## src/sv/itf_pkg.sv

```systemverilog
`default_nettype none

package itf_pkg;

    localparam logic [2:0] KIND_SDEC = 3'd0;
    localparam logic [2:0] KIND_UDEC = 3'd1;
    localparam logic [2:0] KIND_HEXL = 3'd2;
    localparam logic [2:0] KIND_HEXU = 3'd3;
    localparam logic [2:0] KIND_ADDR = 3'd4;

    localparam logic [7:0] CHAR_ZERO  = 8'd48;
    localparam logic [7:0] CHAR_LOWER = 8'd87;
    localparam logic [7:0] CHAR_UPPER = 8'd55;
    localparam logic [7:0] CHAR_MINUS = 8'd45;

    typedef struct packed {
        logic [2:0]  kind;
        logic [63:0] value;
    } itf_in_t;

    typedef struct packed {
        logic [7:0] character;
        logic [4:0] char_count;
        logic       last;
    } itf_out_t;

    typedef enum logic [2:0] {
        ST_IDLE,
        ST_CONV,
        ST_STRIP,
        ST_SIGN,
        ST_EMIT
    } itf_state_t;

    function automatic logic [7:0] digit_char(input logic [3:0] nib, input logic upper);
        logic [7:0] base;
        begin
            if (nib < 4'd10) begin
                base = CHAR_ZERO;
            end else if (upper) begin
                base = CHAR_UPPER;
            end else begin
                base = CHAR_LOWER;
            end
            digit_char = base + {4'd0, nib};
        end
    endfunction

endpackage

`default_nettype wire

```

## src/sv/integer_to_text_formatter.sv

```systemverilog
// Channel  | Ports                        | Direction | Word
// input    | s_valid s_ready s_payload    | in        | kind, value
// result   | m_valid m_ready m_payload    | out       | character, char_count, last
//
// A word is taken only when idle; the block stays busy until its last character is loaded.
// Decimal kinds: a load step, 32 shift-and-add-3 steps, leading-zero stripping down to at
// least one digit, a sign step for a negative signed value, then one digit per cycle unstalled.
// Hex kinds: a load step, leading-zero stripping of the 8 (32-bit) or 16 (address) digits,
// then one digit per cycle unstalled. A kind above 4 is taken but gives no output.
// Reset is synchronous and active low; a stalled output holds the sign and digit steps.
`default_nettype none

module integer_to_text_formatter
    import itf_pkg::*;
(
    input  wire logic     aclk,
    input  wire logic     aresetn,
    input  wire logic     s_valid,
    output logic          s_ready,
    input  wire itf_in_t  s_payload,
    output logic          m_valid,
    input  wire logic     m_ready,
    output itf_out_t      m_payload
);

    itf_state_t  state_reg, state_next;
    logic [63:0] dig_reg, dig_next;
    logic [31:0] bin_reg, bin_next;
    logic [4:0]  step_reg, step_next;
    logic [4:0]  ndig_reg, ndig_next;
    logic [4:0]  cnt_reg, cnt_next;
    logic        neg_reg, neg_next;
    logic        upper_reg, upper_next;
    logic        m_valid_reg, m_valid_next;
    itf_out_t    out_reg, out_next;

    logic        accept;
    logic        slot_free;
    logic        top_zero;
    logic [31:0] low_word;
    logic [31:0] magnitude;
    logic [39:0] bcd_adj;

    assign accept    = s_valid && s_ready;
    assign slot_free = !m_valid_reg || m_ready;
    assign top_zero  = (dig_reg[63:60] == 4'd0);
    assign low_word  = s_payload.value[31:0];
    assign magnitude = low_word[31] ? (~low_word + 32'd1) : low_word;

    assign s_ready   = (state_reg == ST_IDLE);
    assign m_valid   = m_valid_reg;
    assign m_payload = out_reg;

    // Add three to every BCD digit of five or more ahead of the shift.
    always_comb begin
        for (int i = 0; i < 10; i++) begin
            if (dig_reg[24 + 4*i +: 4] >= 4'd5) begin
                bcd_adj[4*i +: 4] = dig_reg[24 + 4*i +: 4] + 4'd3;
            end else begin
                bcd_adj[4*i +: 4] = dig_reg[24 + 4*i +: 4];
            end
        end
    end

    // Next state.
    always_comb begin
        state_next = state_reg;
        unique case (state_reg)
            ST_IDLE: begin
                if (accept) begin
                    unique case (s_payload.kind)
                        KIND_SDEC, KIND_UDEC:           state_next = ST_CONV;
                        KIND_HEXL, KIND_HEXU, KIND_ADDR: state_next = ST_STRIP;
                        default:                        state_next = ST_IDLE;
                    endcase
                end
            end
            ST_CONV: begin
                if (step_reg == 5'd31) begin
                    state_next = ST_STRIP;
                end
            end
            ST_STRIP: begin
                if (!(ndig_reg > 5'd1 && top_zero)) begin
                    state_next = neg_reg ? ST_SIGN : ST_EMIT;
                end
            end
            ST_SIGN: begin
                if (slot_free) begin
                    state_next = ST_EMIT;
                end
            end
            ST_EMIT: begin
                if (slot_free && ndig_reg == 5'd1) begin
                    state_next = ST_IDLE;
                end
            end
            default: state_next = ST_IDLE;
        endcase
    end

    // Datapath and output register.
    always_comb begin
        dig_next     = dig_reg;
        bin_next     = bin_reg;
        step_next    = step_reg;
        ndig_next    = ndig_reg;
        cnt_next     = cnt_reg;
        neg_next     = neg_reg;
        upper_next   = upper_reg;
        out_next     = out_reg;
        m_valid_next = m_valid_reg && !m_ready;

        unique case (state_reg)
            ST_IDLE: begin
                if (accept) begin
                    step_next  = 5'd0;
                    cnt_next   = 5'd0;
                    neg_next   = 1'b0;
                    upper_next = (s_payload.kind == KIND_HEXU);
                    unique case (s_payload.kind)
                        KIND_SDEC: begin
                            bin_next  = magnitude;
                            neg_next  = low_word[31];
                            dig_next  = 64'd0;
                            ndig_next = 5'd10;
                        end
                        KIND_UDEC: begin
                            bin_next  = low_word;
                            dig_next  = 64'd0;
                            ndig_next = 5'd10;
                        end
                        KIND_HEXL, KIND_HEXU: begin
                            dig_next  = {low_word, 32'd0};
                            ndig_next = 5'd8;
                        end
                        KIND_ADDR: begin
                            dig_next  = s_payload.value;
                            ndig_next = 5'd16;
                        end
                        default: begin
                            ndig_next = ndig_reg;
                        end
                    endcase
                end
            end
            ST_CONV: begin
                dig_next  = {bcd_adj[38:0], bin_reg[31], 24'd0};
                bin_next  = {bin_reg[30:0], 1'b0};
                step_next = step_reg + 5'd1;
            end
            ST_STRIP: begin
                if (ndig_reg > 5'd1 && top_zero) begin
                    dig_next  = {dig_reg[59:0], 4'd0};
                    ndig_next = ndig_reg - 5'd1;
                end
            end
            ST_SIGN: begin
                if (slot_free) begin
                    out_next.character  = CHAR_MINUS;
                    out_next.char_count = 5'd1;
                    out_next.last       = 1'b0;
                    m_valid_next        = 1'b1;
                    cnt_next            = 5'd1;
                end
            end
            ST_EMIT: begin
                if (slot_free) begin
                    out_next.character  = digit_char(dig_reg[63:60], upper_reg);
                    out_next.char_count = cnt_reg + 5'd1;
                    out_next.last       = (ndig_reg == 5'd1);
                    m_valid_next        = 1'b1;
                    cnt_next            = cnt_reg + 5'd1;
                    dig_next            = {dig_reg[59:0], 4'd0};
                    ndig_next           = ndig_reg - 5'd1;
                end
            end
            default: begin
                m_valid_next = m_valid_reg && !m_ready;
            end
        endcase
    end

    always_ff @(posedge aclk) begin
        if (!aresetn) begin
            state_reg   <= ST_IDLE;
            m_valid_reg <= 1'b0;
        end else begin
            state_reg   <= state_next;
            m_valid_reg <= m_valid_next;
        end
    end

    always_ff @(posedge aclk) begin
        dig_reg   <= dig_next;
        bin_reg   <= bin_next;
        step_reg  <= step_next;
        ndig_reg  <= ndig_next;
        cnt_reg   <= cnt_next;
        neg_reg   <= neg_next;
        upper_reg <= upper_next;
        out_reg   <= out_next;
    end

endmodule

`default_nettype wire

```

## config.mk

```make
export PLATFORM = sky130hd
export DESIGN_NAME = integer_to_text_formatter
export DESIGN_NICKNAME = d
export VERILOG_FILES = /design/src/sv/itf_pkg.sv /design/src/sv/integer_to_text_formatter.sv
export SDC_FILE = /design/constraint.sdc
export NUM_CORES = 1
export LEC_CHECK = 0
export BUFFER_PORTS_ARGS = -buffer_cell sky130_fd_sc_hd__buf_2
export CORE_MARGIN = 5
export CORE_UTILIZATION = 63
export CTS_BUF_LIST = sky130_fd_sc_hd__clkbuf_8
export DETAILED_ROUTE_END_ITERATION = 8
export PLACE_DENSITY = 0.88
export SLEW_MARGIN = 20
export SYNTH_ARGS = -nofsm -noshare
export SYNTH_HDL_FRONTEND = slang
export SYNTH_SLANG_ARGS = --single-unit
```

## constraint.sdc

```tcl
create_clock -name aclk -period 15.1 [get_ports aclk]
set_clock_uncertainty 0.1 [all_clocks]
set_input_delay 0.755 -clock aclk [delete_from_list [all_inputs] [get_ports aclk]]
set_output_delay 0.755 -clock aclk [all_outputs]
set_load 0.1 [all_outputs]
```

# Yosys cells after proc, flatten, opt, wreduce, memory -nomap -nowiden
# Cells that the tools add are included.
[op_classes]
muxes = 46
n_reduce_logical = 27
n_lt_le_gt_ge = 12
n_eq_ne = 19
n_addsub = 15
bitwise_logic = 1
[op_table]
columns = ["op", "count"]
rows = [
  ["64-bit one-hot mux with 4 select lines", 1],
  ["64-bit two-way mux", 3],
  ["64-bit one-hot mux with 3 select lines", 1],
  ["32-bit one-hot mux with 2 select lines", 2],
  ["32-bit two-way mux", 2],
  ["5-bit one-hot mux with 3 select lines", 3],
  ["4-bit by 3-bit >= comparator with 1-bit output, second input constant", 10],
  ["4-bit by 2-bit adder with 4-bit output, second input constant", 9],
  ["4-bit two-way mux", 9],
  ["32-bit by 1-bit adder with 32-bit output, second input constant", 1],
  ["32-bit inverter", 1],
  ["5-bit two-way mux", 6],
  ["14-bit two-way mux", 2],
  ["14-bit one-hot mux with 2 select lines", 1],
  ["3-bit two-way mux", 7],
  ["8-bit two-way mux", 2],
  ["3-bit one-hot mux with 5 select lines", 1],
  ["5-bit AND reduction", 3],
  ["7-bit two-way mux", 2],
  ["3-bit by 2-bit == test with 1-bit output, second input constant", 4],
  ["2-bit inequality test, second input constant", 6],
  ["5-bit by 1-bit adder with 5-bit output, second input constant", 2],
  ["5-bit one-hot mux with 2 select lines", 1],
  ["8-bit by 4-bit adder with 8-bit output", 1],
  ["26 further kinds", 40],
]
[totals]
elab_cells = 132
reg_bits = 131
output_inout_bits = 16

# Depth between registers and ports, before layout
[logic_depth]
depth_word = 7
depth_mapped = 8

# Worst setup path after synthesis
# OpenSTA, ideal clock, no wires.
[synth_path]
path_type = "flip-flop to flip-flop"
from = "register state_reg[1]"
to = "register bin_reg[0] (enable)"
path_stages_with_launch = 6
arrival_ns = 4.811
setup_slack_ns = 9.754
t_required_ns = 14.564
n_path_buf = 2
cell_sequence = "dfxtp_1 > clkbuf_1 > buf_2 > nor3_1 > nand2_1 > a22oi_1"
[synth_via]
elab_chain_cells = 4
elab_cells_between_ends = 7
classes_between = "eq/ne: 3; reduce/logical: 4"
[synth_rtl]
columns = ["element", "line_no", "text"]
rows = [
  ["start, declared", "integer_to_text_formatter.sv:26", "itf_state_t state_reg, state_next;"],
  ["start signal, assigned", "integer_to_text_formatter.sv:189", "state_reg <= state_next;"],
  ["3-bit zero test *", "integer_to_text_formatter.sv:50", "assign s_ready = (state_reg == ST_IDLE);"],
  ["net s_ready", "integer_to_text_formatter.sv:19", "output logic s_ready,"],
  ["1-bit logical AND", "integer_to_text_formatter.sv:44", "assign accept = s_valid && s_ready;"],
  ["2-bit by 1-bit inequality test with 1-bit output (no source line)", "n/a", ""],
  ["3-bit AND reduction (no source line) *", "n/a", ""],
  ["end signal, assigned", "integer_to_text_formatter.sv:196", "bin_reg <= bin_next;"],
  ["end, declared", "integer_to_text_formatter.sv:28", "logic [31:0] bin_reg, bin_next;"],
]
# The timed path passes the listed nets; every way through them passes the cells marked *.
# A chain may end at the register's enable or synchronous reset.

# Final worst setup path
[layout_path]
from = "register state_reg[0]"
to = "register dig_reg[29], data pin"
[layout_via]
elab_chain_cells = 2
elab_cells_between_ends = 5
classes_between = "eq/ne: 3; mux: 1; reduce/logical: 1"
[layout_rtl]
columns = ["element", "line_no", "text"]
rows = [
  ["3-bit == test (tied with other cells)", "integer_to_text_formatter.sv:114", "unique case (state_reg)"],
  ["64-bit one-hot mux with 4 select lines *", "integer_to_text_formatter.sv:114", ""],
  ["net dig_next[29]", "integer_to_text_formatter.sv:27", "logic [63:0] dig_reg, dig_next;"],
  ["end signal, assigned", "integer_to_text_formatter.sv:195", "dig_reg <= dig_next;"],
  ["end, declared", "integer_to_text_formatter.sv:27", ""],
]
# Marked as above.

==> impl_metrics.csv <==
group,metric,value,unit
global_route,grt_pass1_vias,6522,
routing,drt_wl_total,19.7,mm
finish,area_growth,12.2,%
sta,min_period_over_period,21.5,%
cts,cts_resized,0,
pwr,p_switching,338,µW
finish,drive_above_1_share,16.7,%
yosys,syn_area,0.00787,mm²
yosys,synth_fp_nets,877,
finish,n_antenna_cell,0,
pwr,power.density_cell_area,124,mW/mm²
sta,setup_viol,0,
yosys,ys_ff_latch,131,
routing,wl_per_cell,19.4,µm
global_route,grt_usage,27.6,%
cts,htree_levels,4,
placed_design,gp_congestion,0.944,
cts,cts_setup_buffers,0,
global_route,antenna_found_initial,0,
sta,rsz0062_at_grt,"false",
sta,finalMaxSlewViolations,0,
routing,drtPass1Iterations,6,
worst_setup_path,arrival,3440,ps
pwr,intPower,757,µW
worst_setup_path,cp.required,15290,ps
yosys,synth.distinct_cells,62,
sta,relSlewSlack,41.1,%
yosys,synth_edf_count,127,
floorplanning,ios,87,
worst_setup_path,cp_max_fo,35,
pwr,leakagePower,3.25,nW
cts,cts_tree,"yes",
yosys,synth_seq_area_share,49.5,%
finish,multi_input_area,0.00367,mm²
finish,largest_reg_flops,64,
sta,max_freq,308,MHz
pwr,switching_share,30.9,%
finish,n_fill_cell,873,
hold_path,hold_path_class,"flip-flop to flip-flop",
finish,final_util,72.9,%
pwr,vdd.ir_drop.worst,0.0811,mV
routing,dr.first_iter.drc_count,734,
worst_setup_path,worstSetupPathType,"flip-flop to flip-flop",
global_route,grt_overflow_total,0,
pwr,power_frac_clock,29.9,%
sta,setup-tns-final,0,ps
cts,cts_buffers,17,
cts,cts_root_buf,"clkbuf_8",
routing,num_vias,6456,
sta,hold_ws,429,ps
placed_design,portBuffers,86,
global_route,grt_first_pass_wirelength,31.9,mm
floorplanning,num_rows,40,
finish,fin_nets,937,
yosys,yosys_warnings,0,
worst_setup_path,critPathCaptureType,"flip-flop",
worst_setup_path,start_kind,"flip-flop",
routing,remaining_drc_errors,0,
flow_run,max_cap_violations,0,
yosys,syn_inst,776,
global_route,grt_max_degree,65,
floorplanning,coreArea,0.0121,mm²
yosys,synth_top_flop_cell,"edfxtp_1",
cts,path_clk_slew,80,ps
status,status,"finished clean",
routing,via_per_inst,6.35,
yosys,netlist_top_cells_area,"edfxtp_1 48%, ha_1 4.8%, a21oi_1 3.8%, xnor2_1 3.6%, a22oi_1 3.5%",
sta,finalHoldViolCount,0,
pwr,pwr-share-comb,23.5,%
sta,worst_pin_slew,876,ps
cts,clk_latency,450,ps
yosys,ys_async_sr_fraction,0,%
cts,cts_max_path_buffers,2,
sta,period_minus_slack,3250,ps
floorplanning,die-area,0.0148,mm²
routing,drtAntennaViolNets,0,
floorplanning,die_w,122,µm
finish,ff_latch_area,0.00389,mm²
yosys,synth_top_area_share,48.5,%
placed_design,post-dp-hpwl,13.5,mm
pwr,p_seq_share,46.6,%
cts,cts_num_sinks,131,
pwr,totalPowerFinal,1.09,mW
floorplanning,initial_utilization,65.0,%
floorplanning,die_h,122,µm
cts,hold_buffers,0,
yosys,synth_top_area_cell,"edfxtp_1",
yosys,syn_area_per_cell,10.1,µm²
==> worst max-delay path, cell delays in order (launching register included) <==
cell	delay, ps
dfxtp_1	850
or3b_1	490
o21ai_2	100
buf_4	260
nor2_1	680
buf_4	350
a22oi_1	110
o21ai_0	110
==> cell usage after synthesis (2+ instances only) <==
cell type	n
o221a_2	2
nor3b_1	12
xnor2_1	32
edfxtp_1	127
nand3_1	10
a21o_1	3
buf_2	2
nand2b_1	17
o21ai_1	4
buf_6	2
clkbuf_1	45
nor3b_2	2
nand2_1	68
a221o_1	3
o21ai_0	48
or3_1	5
nor4_2	3
a222oi_1	2
o31ai_1	3
and3_1	5
nor2_1	56
a21oi_1	60
nor4_1	5
a31oi_1	15
inv_1	33
ha_1	30
o22ai_1	2
nand4_1	2
nor3_1	20
xor2_1	22
and2_1	11
or3b_2	2
a22oi_1	37
dfxtp_1	4
nor2b_1	4
o221ai_1	24
or2_2	2
buf_1	5
or4_1	2
mux2i_1	4
a22o_1	20
==> per-stage QoR <==
| stage | instance area [µm²] | worst slack (ps) | cells |
|---|---|---|---|
| floorplan | 7870 | 9750 | 776 |
| global placement | 8400 | 12070 | 985 |
| detailed placement | 8400 | 11940 | 985 |
| CTS | 8830 | 11930 | 1017 |
| global route | 8830 | 11620 | 1017 |
| finish | 8830 | 11850 | 1017 |
==> power groups by stage <==
stage | Clock [mW] | Sequential (mW) | Combinational (mW)
finish | 0.328 | 0.510 | 0.258
global route | 0.350 | 0.516 | 0.283
CTS | 0.330 | 0.509 | 0.255
detailed placement | 0 | 0.516 | 0.253
global placement | 0 | 0.512 | 0.239
floorplan | 0 | 0.513 | 0.183
==> cell usage in the layout, fill, tap and decap left out, types with 6 or more instances in the layout <==
master / instances
ha_1: 30
xnor2_1: 32
nor2_1: 56
and2_1: 11
nand3_1: 10
inv_1: 34
a22oi_1: 36
nand2_1: 68
nor3_1: 20
clkinv_2: 6
o21ai_0: 48
nand2b_1: 17
clkbuf_8: 17
nor3b_1: 12
xor2_1: 22
buf_2: 86
buf_4: 10
a31oi_1: 15
a21oi_1: 59
o221ai_1: 24
edfxtp_1: 127
a22o_1: 20
==> layer usage <==
metal	wire, µm	vias up	track usage (%)
li1	-	3014	-
met2	9770	361	46.2
met4	675	0	14.1
met3	1850	64	6.31
met1	7410	3017	33.5
met5	0	-	0
==> kinds of logic after synthesis <==
kind of cell	Yosys count	share of synthesized area (%)
fa+ha+maj	30	4.77
compound gates	235	19.7
flops	131	49.5
simple gates	232	14.9
mux	5	0.652
buf+inv	88	4.43
xor+xnor	54	6.01
other cells	1	0.0476
==> final timing paths <==
kind	startpoint	endpoint	slack (ps)	cells past startpoint
worst min register to register	bin_reg[12]$_DFFE_PP_	bin_reg[13]$_DFFE_PP_	430	2
worst max register to register	state_reg[0]$_SDFFE_PN0P_	dig_reg[29]$_DFFE_PP_	11850	7
worst max-delay path	state_reg[0]$_SDFFE_PN0P_	dig_reg[29]$_DFFE_PP_	11850	7
worst min-delay path	bin_reg[12]$_DFFE_PP_	bin_reg[13]$_DFFE_PP_	430	2
==> area by class of cell <==
| type | instances | share of cell area [%] |
|---|---|---|
| clock buffer | 17 | 2.65 |
| clock inverter | 15 | 2.21 |
| inverter | 33 | 1.40 |
| multi-input combinational | 557 | 41.5 |
| sequential | 131 | 44.1 |
| tap | 168 | 2.38 |
| timing repair buffer | 96 | 5.72 |
No activity file was read; power rests on OpenSTA's default activity.
